**src/design/qrs_sqrt_cell.sv**
```systemverilog
// One digit cell of the pipelined restoring square root: two radicand bits
// in, one root bit out, per stage. No package dependency.
module qrs_sqrt_cell #(
   parameter int RADW  = 50,
   parameter int RS    = 25,
   parameter int SIDEW = 4
) (
   input  logic             clock,
   input  logic             reset,
   input  logic             enable,
   input  logic             in_valid,
   input  logic [RADW-1:0]  in_rad,
   input  logic [RS+2:0]    in_rem,
   input  logic [RS-1:0]    in_root,
   input  logic [SIDEW-1:0] in_side,
   output logic             out_valid,
   output logic [RADW-1:0]  out_rad,
   output logic [RS+2:0]    out_rem,
   output logic [RS-1:0]    out_root,
   output logic [SIDEW-1:0] out_side
);

   logic             valid_ff;
   logic [RADW-1:0]  rad_ff, rad_in;
   logic [RS+2:0]    rem_ff, rem_in;
   logic [RS-1:0]    root_ff, root_in;
   logic [SIDEW-1:0] side_ff;
   logic [RS+2:0]    rem_sh, trial;
   logic             ge;

   // remainder stays below 2^(RS+1), so the top bits drop safely
   assign rem_sh  = {in_rem[RS:0], in_rad[RADW-1 -: 2]};
   assign trial   = {1'b0, in_root, 2'b01};
   assign ge      = (rem_sh >= trial);
   assign rem_in  = ge ? (rem_sh - trial) : rem_sh;
   assign root_in = {in_root[RS-2:0], ge};
   assign rad_in  = {in_rad[RADW-3:0], 2'b00};

   always_ff @(posedge clock) begin
      if (reset) begin
         valid_ff <= 1'b0;
      end else if (enable) begin
         valid_ff <= in_valid;
      end
   end

   always_ff @(posedge clock) begin
      if (enable) begin
         rad_ff  <= rad_in;
         rem_ff  <= rem_in;
         root_ff <= root_in;
         side_ff <= in_side;
      end
   end

   assign out_valid = valid_ff;
   assign out_rad   = rad_ff;
   assign out_rem   = rem_ff;
   assign out_root  = root_ff;
   assign out_side  = side_ff;

endmodule

```
**config.mk**
```make
export PLATFORM = sky130hd
export DESIGN_NAME = qrs_sqrt_cell
export DESIGN_NICKNAME = d
export VERILOG_FILES = /design/src/design/qrs_sqrt_cell.sv
export SDC_FILE = /design/constraint.sdc
export NUM_CORES = 1
export LEC_CHECK = 0
export ABC_AREA = 1
export BUFFER_PORTS_ARGS = -buffer_cell sky130_fd_sc_hd__clkbuf_2
export CAP_MARGIN = 30
export CORE_MARGIN = 5
export CORE_UTILIZATION = 40
export DETAILED_ROUTE_END_ITERATION = 8
export PLACE_DENSITY = 0.67
export SLEW_MARGIN = 20
export SYNTH_ARGS = -nofsm -noshare
export SYNTH_HDL_FRONTEND = slang
export SYNTH_SLANG_ARGS = --single-unit
```
**constraint.sdc**
```tcl
create_clock -name clock -period 2.5 [get_ports clock]
set_clock_uncertainty 0.2 [all_clocks]
set_input_delay 0 -clock clock [delete_from_list [all_inputs] [get_ports clock]]
set_output_delay 0 -clock clock [all_outputs]
set_load 0.05 [all_outputs]
```
Word-level counts from Yosys, hierarchy flattened
Cells that the tools add are included.
{"block": "totals", "word_cells": 8, "inputBits": 111, "out_inout_bits": 108, "register_bits": 106}
{"block": "classes", "magnitude_cmp": 1, "muxes": 1, "add_sub_neg": 1}
{"cell": "greater-or-equal comparator 28 x 27 -> 1 bit", "n": 1}
{"cell": "two-way mux 28 bit", "n": 1}
{"cell": "subtractor 28 x 27 -> 28 bit", "n": 1}

Depth between registers and ports, before layout
{"block": "depth", "depth_word": 2, "ltp_mapped": 15}

Worst setup path after synthesis
Ideal clock, no wire load.
{"block": "synth_timing", "path_kind": "input to register", "startpoint": "input in_root[7]", "endpoint": "register rem_ff[22] (netlist: out_rem[22]) (data pin)", "stages": 15, "arrival_ps": 1334, "setup_slack_ps": 713, "required_ps": 2046, "n_path_buf": 2, "setup_time_ps": 254, "path_cell_list": "inv_1 > ha_1 > nand2_1 > inv_2 > nand2_2 > nor2_1 > nand2_2 > nor2_2 > nor2_2 > nand2_2 > nor2_4 > buf_6 > buf_6 > nand2_1 > nand2_1"}
{"block": "synth_via", "elab_chain_cells": 2}
{"element": "start: declaration", "line": "14", "text": "input logic [RS-1:0] in_root,"}
{"element": "subtractor 28 x 27 -> 28 bit or greater-or-equal comparator 28 x 27 -> 1 bit (tied branches)", "line": "35, 34"}
{"element": "two-way mux 28 bit *", "line": "35", "text": "assign rem_in = ge ? (rem_sh - trial) : rem_sh;"}
{"element": "named net rem_in[22]", "line": "25", "text": "logic [RS+2:0] rem_ff, rem_in;"}
{"element": "end signal: assignment", "line": "50", "text": "rem_ff <= rem_in;"}
{"element": "end: declaration", "line": "25"}
The timed path passes the listed nets; every way through them passes the cells marked *.
A chain may end at the register's enable or synchronous reset.

Worst setup path in the final report
{"block": "layout_timing", "startpoint": "input in_root[15]", "endpoint": "register rem_ff[24] (netlist: out_rem[24]) (data pin)"}
Same word-level chain as after synthesis.

==> run_results.csv <==
group,metric,value,unit
cts,cts_buffers,9,
logic_synthesis,ys_ff_latch,106,
pwr,pwr-share-comb,31.6,%
global_route,globalRouteOverflowTotal,0,
logic_synthesis,netlist_area,5730,um^2
floorplanning,start_util,41.0,%
floorplanning,die_w,130,um
run,maxCapViolCount,0,
finish,nets,1125,
critical_path,cp.required,2410,ps
timing,finalSetupTns,0,ps
floorplanning,die_height,130,um
timing,fin_crit_sh,91.6,%
route,dr.first_iter.drc_count,291,
logic_synthesis,synthCells,655,
cts,post-cts-setup-buffers,0,
floorplanning,core,14000,um^2
pwr,p_leak,4.33,nW
critical_path,cp-start-kind,"input port",
pwr,p_per_area,624,nW/um^2
finish,drive_above_1_share,25.7,%
placed_design,placed_area,7050,um^2
route,vias,5229,
route,drcViolationCount,0,
timing,setup_viol,0,
timing,drv_slew,0,
finish,diodes,0,
pwr,switching_share,36.1,%
timing,hold_ws,123,ps
global_route,grt_max_degree,58,
global_route,grt_usage,19.8,%
pwr,intPower,3.35,mW
placed_design,dp.cells,1049,
timing,hold_viol,0,
global_route,grt_use_met2,35.0,%
timing,timing.fmax,437,MHz
global_route,grt_pass1_wl,26000,um
route,routed_via_density,4.46,
placed_design,port_buffers,214,
route,drt-pass1-iter-count,6,
cts,h-tree-depth,3,
cts,cts_root_buffer,"clkbuf_16",
critical_path,critPathKind,"input port to register",
placed_design,place.gp.congestion,0.896,
route,postRouteAntennaNets,0,
global_route,met1_usage,24.0,%
timing,rsz0062_at_grt,"false",
route,finalWirelength,16900,um
finish,finish.instance_area,8410,um^2
outcome,status,"finished clean",
logic_synthesis,avgSynthCellArea,8.75,um^2
cts,ctsLongestPathBuffers,2,
critical_path,rrSetupSlack,1170,ps
cts,path_clk_slew,70,ps
finish,final_cells,1172,
logic_synthesis,yosysWarnings,0,
floorplanning,die-area,16800,um^2
global_route,antenna_found_initial,0,
finish,area_growth_syn_to_layout,46.7,%
pwr,switchingPower,1.90,mW
cts,cts_sinks,106,
cts,clock_latency,350,ps
global_route,first_global_vias,5183,
pwr,ir_drop,0.376,mV
floorplanning,ios,219,
cts,cts_tree,"built",
critical_path,arrival,2200,ps
critical_path,critPathMaxFanout,17,
pwr,seqPwrFrac,42.1,%
critical_path,crit_path_end_kind,"register",
logic_synthesis,ys_types,26,
timing,layout_min_cycle_time,2290,ps
global_route,busiest_layer,"met2",
pwr,clkPwrFrac,26.3,%
placed_design,hpwl,12600,um
logic_synthesis,ys_seq_area_share,55.4,%
worst_hold_path,hp-class,"input port to register",
global_route,grtUsageMet3,4.63,%
floorplanning,rows,43,
route,wl_per_cell,14.4,um
registers in the layout, summed over array words and instances, names as in the netlist:
signal	count
out_rad	48
out_rem	28
out_root	25
out_side	4
out_valid	1
layout make-up:
class | count | area, um^2
repair buffers | 327 | 2220
well taps | 180 | 225
fillers | 1233 | 5580
flip-flops and latches | 106 | 3170
clock inverters | 6 | 56.3
inverters | 135 | 507
multi-input cells | 408 | 2000
clock buffers | 10 | 229
critical path, cell delays in order:
cell and delay [ps]:
dlygate4sd3_1 530, clkbuf_2 130, inv_1 60, ha_1 350, nand2_1 130, nor2_2 190
nand2_1 90, inv_2 60, nand2_2 50, nor2_2 100, nor2_2 50, nand2_2 70
nor2_4 40, buf_4 190, nand2_1 90, nand2_1 60
metrics by stage:
stage          power (mW)  utilization (%)  worst slack (ps)
3_5_place_dp         3.77             50.4               378
5_1_grt              5.51             60.1              15.0
6_report             5.25             60.1               210
4_1_cts              5.30             60.1               213
2_1_floorplan        3.34                -               713
3_3_place_gp         3.75             50.4               398
cell families after synthesis:
group | Yosys count | synth area share, %
AND/OR/NAND/NOR | 335 | 23.9
adder cells (fa/ha/maj) | 27 | 5.90
multiplexers | 1 | 0.175
AO/OA/AOI/OAI | 28 | 2.51
buffers and inverters | 142 | 9.80
flip-flops | 106 | 55.4
other | 1 | 0.0654
XOR/XNOR | 15 | 2.29
final timing paths:
check / start / end / cells after the start
worst max-delay path: in_root[15] / out_rem[24] / 16
worst min-delay path: in_root[24] / out_rem[26] / 6
worst max register to register: out_valid / out_valid / 3
worst min register to register: out_valid / out_valid / 3
timing repair:
item	CTS	global route
resized for setup	0	1
endpoints found under the hold margin	115	0
setup endpoints to repair	0	2
hold buffers	107	0
cells in the final DEF (no fill, tap or decap), drive strengths merged, types with 2 or more instances in the layout:
master,netlist,routed
nand2,248,248
clkbuf,0,223
conb,1,2
inv,135,139
nand3,37,37
nor2,40,40
xnor2,10,10
a21oi,14,14
o21ai,14,14
buf,7,7
edfxtp,105,105
nand3b,4,4
ha,27,27
xor2,5,5
dlygate4sd3,0,107
nand4,4,4
nor3,2,2
power groups by stage:
stage | sequential, mW | clock, mW | combinational, mW
2_1_floorplan | 2.86 | 0 | 0.478
3_3_place_gp | 2.24 | 0 | 1.51
3_5_place_dp | 2.25 | 0 | 1.52
4_1_cts | 2.21 | 1.43 | 1.67
5_1_grt | 2.23 | 1.50 | 1.79
6_report | 2.21 | 1.38 | 1.66
cells in the mapped netlist, drive strengths merged:
cell,count,area (um^2)
nand3b,4,30.0
conb,1,3.75
edfxtp,105,3150
xnor2,10,87.6
a21oi,14,73.8
ha,27,338
nand3,37,195
o21ai,14,70.1
nor3,2,10.0
xor2,5,43.8
dfxtp,1,20.0
mux2i,1,10.0
nor2,40,168
buf,7,55.1
nand2,248,941
inv,135,507
nand4,4,25.0
per-layer routing:
| layer | wire length (um) | vias up |
|---|---|---|
| li1 | - | 2716 |
| met1 | 7090 | 2316 |
| met2 | 8140 | 176 |
| met3 | 1270 | 21 |
| met4 | 382 | 0 |
| met5 | 0 | - |
No activity file was read; power rests on OpenSTA's default activity.
