`src/design/qrs_pkg.sv`:
```
// Package for the quadratic root solver: root kind codes, lane count and
// the fixed-point shifts of the Q8.8 in / Q16.16 out formats. No dependencies.
package qrs_pkg;

   typedef enum logic [1:0] {
      KIND_DISTINCT = 2'd0,
      KIND_REPEATED = 2'd1,
      KIND_COMPLEX  = 2'd2,
      KIND_INVALID  = 2'd3
   } root_kind_type;

   // Divider lanes: first real, second real, imaginary
   localparam int ROOT_LANES = 3;

   // Discriminant is Q16.16; radicand gets 16 more fraction bits
   localparam int RAD_SHIFT  = 16;
   // -b in Q8.8 to Q16.16
   localparam int NEGB_SHIFT = 8;
   // Q16.16 numerator over 2a in Q8.8 gives a factor of 128
   localparam int QUOT_SHIFT = 7;

endpackage

```
`src/design/qrs_div_cell.sv`:
```
// One bit cell of the pipelined restoring divider, three lanes sharing one
// divisor. Depends on qrs_pkg for the lane count.
module qrs_div_cell #(
   parameter int QW    = 34,
   parameter int DVW   = 16,
   parameter int SIDEW = 5
) (
   input  logic                                   clock,
   input  logic                                   reset,
   input  logic                                   enable,
   input  logic                                   in_valid,
   input  logic [qrs_pkg::ROOT_LANES-1:0][QW-1:0]  in_dq,
   input  logic [qrs_pkg::ROOT_LANES-1:0][DVW-1:0] in_rem,
   input  logic [DVW-1:0]                         in_div,
   input  logic [SIDEW-1:0]                       in_side,
   output logic                                   out_valid,
   output logic [qrs_pkg::ROOT_LANES-1:0][QW-1:0]  out_dq,
   output logic [qrs_pkg::ROOT_LANES-1:0][DVW-1:0] out_rem,
   output logic [DVW-1:0]                         out_div,
   output logic [SIDEW-1:0]                       out_side
);
   import qrs_pkg::*;

   logic                            valid_ff;
   logic [ROOT_LANES-1:0][QW-1:0]   dq_ff, dq_in;
   logic [ROOT_LANES-1:0][DVW-1:0]  rem_ff, rem_in;
   logic [DVW-1:0]                  div_ff;
   logic [SIDEW-1:0]                side_ff;
   logic [ROOT_LANES-1:0][DVW:0]    part, diff;
   logic [ROOT_LANES-1:0]           ge;

   // shift one dividend bit into the remainder, subtract if it fits
   always_comb begin
      for (int l = 0; l < ROOT_LANES; l++) begin
         part[l]   = {in_rem[l], in_dq[l][QW-1]};
         diff[l]   = part[l] - {1'b0, in_div};
         ge[l]     = (part[l] >= {1'b0, in_div});
         rem_in[l] = ge[l] ? diff[l][DVW-1:0] : part[l][DVW-1:0];
         dq_in[l]  = {in_dq[l][QW-2:0], ge[l]};
      end
   end

   always_ff @(posedge clock) begin
      if (reset) begin
         valid_ff <= 1'b0;
      end else if (enable) begin
         valid_ff <= in_valid;
      end
   end

   always_ff @(posedge clock) begin
      if (enable) begin
         dq_ff   <= dq_in;
         rem_ff  <= rem_in;
         div_ff  <= in_div;
         side_ff <= in_side;
      end
   end

   assign out_valid = valid_ff;
   assign out_dq    = dq_ff;
   assign out_rem   = rem_ff;
   assign out_div   = div_ff;
   assign out_side  = side_ff;

endmodule

```
`config.mk`:
```
export PLATFORM = sky130hd
export DESIGN_NAME = qrs_div_cell
export DESIGN_NICKNAME = d
export VERILOG_FILES = /design/src/design/qrs_pkg.sv /design/src/design/qrs_div_cell.sv
export SDC_FILE = /design/constraint.sdc
export NUM_CORES = 1
export LEC_CHECK = 0
export BUFFER_PORTS_ARGS = -buffer_cell sky130_fd_sc_hd__buf_2
export CAP_MARGIN = 5
export CORE_ASPECT_RATIO = 0.5
export CORE_MARGIN = 10
export CORE_UTILIZATION = 44
export DETAILED_ROUTE_END_ITERATION = 10
export PLACE_DENSITY = 0.81
export SLEW_MARGIN = 20
export SYNTH_ARGS = -nofsm -noshare
export SYNTH_HDL_FRONTEND = slang
export SYNTH_SLANG_ARGS = --single-unit
```
`constraint.sdc`:
```
create_clock -name clock -period 2.6 [get_ports clock]
set_clock_uncertainty 0.1 [all_clocks]
set_input_delay 0.26 -clock clock [delete_from_list [all_inputs] [get_ports clock]]
set_output_delay 0.26 -clock clock [all_outputs]
set_load 0.02 [all_outputs]
```
## Word-level counts from Yosys, hierarchy flattened

Cells that the tools add are included.

| storage, ports and cells | value |
|---|---|
| bits of input ports | 175 |
| output and inout bits | 172 |
| word-level logic and storage cells | 18 |
| register bits | 172 |

| operators by class | value |
|---|---|
| mux-type cells | 3 |
| $lt $le $gt $ge | 3 |
| add/sub/neg operators | 3 |

Operators by type and width:

| cell | count |
|---|---|
| $ge A17 B16 Y1 | 3 |
| $mux W16 | 3 |
| $sub A16 B16 Y16 | 3 |

## Depth between registers and ports, before layout

| logic depth | value |
|---|---|
| depth in word-level cells | 2 |
| gate-level depth with buffers | 11 |
| mapped depth without buffers | 9 |

## Worst setup path before layout

OpenSTA, ideal clock, no wires.

| timing path | value |
|---|---|
| path kind | input port to flip-flop |
| start | input port in_div[10] |
| end | register rem_ff, in the netlist out_rem[10], data pin |
| library setup time | 262 ps |
| buffers on the path | 2 |
| required time | 2238 ps |
| stages | 10 |
| arrival time | 2100 ps |
| setup slack | 138 ps |
| path through | inv_1 > ha_1 > buf_6 > a21oi_4 > o211ai_2 > a21boi_2 > nor2_1 > a211oi_4 > buf_6 > mux2_1 |

RTL lines:

| what | line | source |
|---|---|---|
| start, declared | qrs_div_cell.sv:14 | `input logic [DVW-1:0] in_div,` |
| end signal, assigned | qrs_div_cell.sv:54 | `rem_ff <= rem_in;` |
| end, declared | qrs_div_cell.sv:26 | `logic [ROOT_LANES-1:0][DVW-1:0] rem_ff, rem_in;` |

==> metrics.txt <==
run status finished, final reports clean; largest net degree at the start of global routing 54; CTS root buffer clkbuf_16; Final period util ~97%; final setup fails 0; die area 0.02571 mm2; vias per inst ~5.3; ANT nets after route 0; clock-pin slew on the worst setup and hold paths 70 ps; Place WS -205.7 ps; Synth Register Bits approximately 170; Pins Over Slew Limit 0; 1st-iter DRT viols between 700 and 800; layout cells sized above 1 43.92%; syn nets 843; global-route wire length before repair 47540 um; Worst Tran Pin Value 553.9 ps; CP Capture Type register; Die Width about 220 um; min Tclk post-route approximately 2500 ps; final worst slack between 90 and 100 ps; initial antenna violation count 5; Unique masters post-synth between 60 and 70; WL final 31800 um; HPWL after DPL approximately 23000 um; number of global-route vias before repair between 7000 and 8000; RSZ-0062 raised after global routing false; htree depth 4; syn avg cell area approximately 14 um2; Clock Sinks 172; Layout area overhead 53.94%; Worst Hold Class input pin to register; area share of the largest cell type after synthesis 60.16%; largest area contributor in the netlist edfxtp_1; Placement Cell Area approximately 0.011 mm2; Synthesis Warnings 0; Mapped Area 0.008536 mm2; hold path startpoint in_rem[12]; final hold vios 0; Worst Setup SP in_div[15]; Mapped Cells 617; TritonCTS clock tree done; Worst EP required around 2700 ps; CTS max path bufs 2; sequential-to-total area share from yosys stat between 60% and 70%; GRT Total Usage a little under a quarter; drt wl/cell approximately 22 um; I/O Pins 347; fin nets 1407; drt pass-1 iters 6; Starting Density 45.65%; Setup Crit Path Kind input pin to register; Slew headroom 62.85%; max_cap viols 0; number of synthesized flops with an enable pin 171; crit path DAT 2580 ps; clock latency on the worst-skew pair 410 ps; fmax between 300 and 400 MHz; leakage 0.005800 uW; global route overflow 0; P per Cell Area 634.0 mW/mm2; crit path launch type input pin; largest cells by area after synthesis edfxtp_1 (60%), ha_1 (7.0%), mux2_2 (2.6%), a21oi_1 (2.3%), xnor2_1 (1.8%); Buffers on Ports 346; via count 7699; design area 0.01314 mm2; Core Area 0.01870 mm2; Synth async-reset ratio 0%; row count 35; Die Y about 120 um; CP max FO 4; Main synth FF type edfxtp_1; Max VDD drop roughly 0.32 mV; RD Place Congestion 0.9327; Fin Setup TNS 0 ps; drc violations 0; CTS Buf Count 17; RR Startpoint out_valid$_SDFFE_PP0P_; filler cell count 1269
==> per-layer routing <==
layer  GRT usage [%]  wire (um)  vias to the layer above
li1                -          -                     3513
met1           25.25      11800                     3767
met2           44.63      17060                      355
met3           4.939       1987                       64
met4           9.205        949                        0
met5               0          0                        -
==> cell usage after synthesis, types with 8 or more instances <==
cell type / n
nor3_1: 10
mux2_4: 10
o21ai_0: 21
inv_1: 34
a21oi_1: 39
nand4_1: 8
mux2i_1: 10
ha_1: 48
nand2_1: 28
xnor2_1: 18
mux2_2: 20
xor2_1: 9
nor2_1: 28
edfxtp_1: 171
nor2b_1: 10
o21a_1: 9
nand3_1: 11
a21o_1: 8
a211oi_1: 12
==> final cells by class <==
type                    count  area (um2)  area share (%)
repair buffers            560        3776           28.74
clock buffers              17       425.4           3.237
multi-input cells         396        3141           23.90
inverters                  34       127.6          0.9712
diodes                      5       12.51         0.09522
well taps                 259       324.1           2.466
flip-flops and latches    172        5155           39.23
clock inverters            14       178.9           1.362
==> stage by stage <==
stage                     total power (uW)  instances  hold WS [ps]  utilization [%]
after global placement                5463       1299         319.3            60.30
after detailed placement              5526       1299         318.7            60.30
after floorplan                       4657        617         232.4                -
final                                 8330       1457         62.50            70.27
after global routing                  8635       1457         59.20            70.27
after CTS                             8302       1451         43.98            70.01
==> path summary, 6_finish.rpt <==
path | end | slack, ps | cells past startpoint
worst max-delay path | out_rem[42]$_DFFE_PP_ | 90 | 10
worst min-delay path | out_rem[13]$_DFFE_PP_ | 60 | 2
worst min register to register | out_valid$_SDFFE_PP0P_ | 960 | 3
worst max register to register | out_valid$_SDFFE_PP0P_ | 1330 | 3
==> flip-flops by register name (all words and copies together) (netlist names) <==
name	count
out_div	16
out_dq	102
out_rem	48
out_side	5
out_valid	1
==> power breakdown <==
| group | switching [uW] | total [uW] | leakage [uW] | internal [uW] |
|---|---|---|---|---|
| Clock | 1190 | 2650 | 0.000292 | 1460 |
| Combinational | 1230 | 2200 | 0.00383 | 977 |
| Sequential | 87.4 | 3480 | 0.00168 | 3390 |
==> cells by family after synthesis <==
logic type      after synthesis  synth area share [%]
compound gates              149                 12.56
xor+xnor                     27                 2.770
fa+ha+maj                    51                 7.740
buf+inv                      49                 2.961
flops                       172                 60.39
mux                          45                 6.230
simple gates                124                 7.344
==> what timing repair did <==
item	CTS	global route
buffers inserted	0	1
hold buffers	121	0
resized for setup	0	2
hold endpoints to repair	120	0
setup endpoints to repair	0	26
==> cell usage in the layout (no fill, tap or decap), types with 11 or more instances in the layout <==
cell	n
mux2_2	20
a211oi_1	12
o21ai_0	21
nand3_1	11
ha_1	47
edfxtp_1	171
inv_1	34
buf_2	345
buf_4	82
dlygate4sd3_1	121
a21oi_1	39
nand2_1	28
xnor2_1	18
nor2_1	28
clkbuf_16	17
==> worst max-delay path: stages <==
cell and delay, ps:
dlygate4sd3_1 530, buf_2 120, inv_1 70, buf_4 160
ha_1 320, a211oi_1 320, nand2_2 80, or2_1 260
buf_4 180, mux2_4 290
No activity file was read; power rests on OpenSTA's default activity.
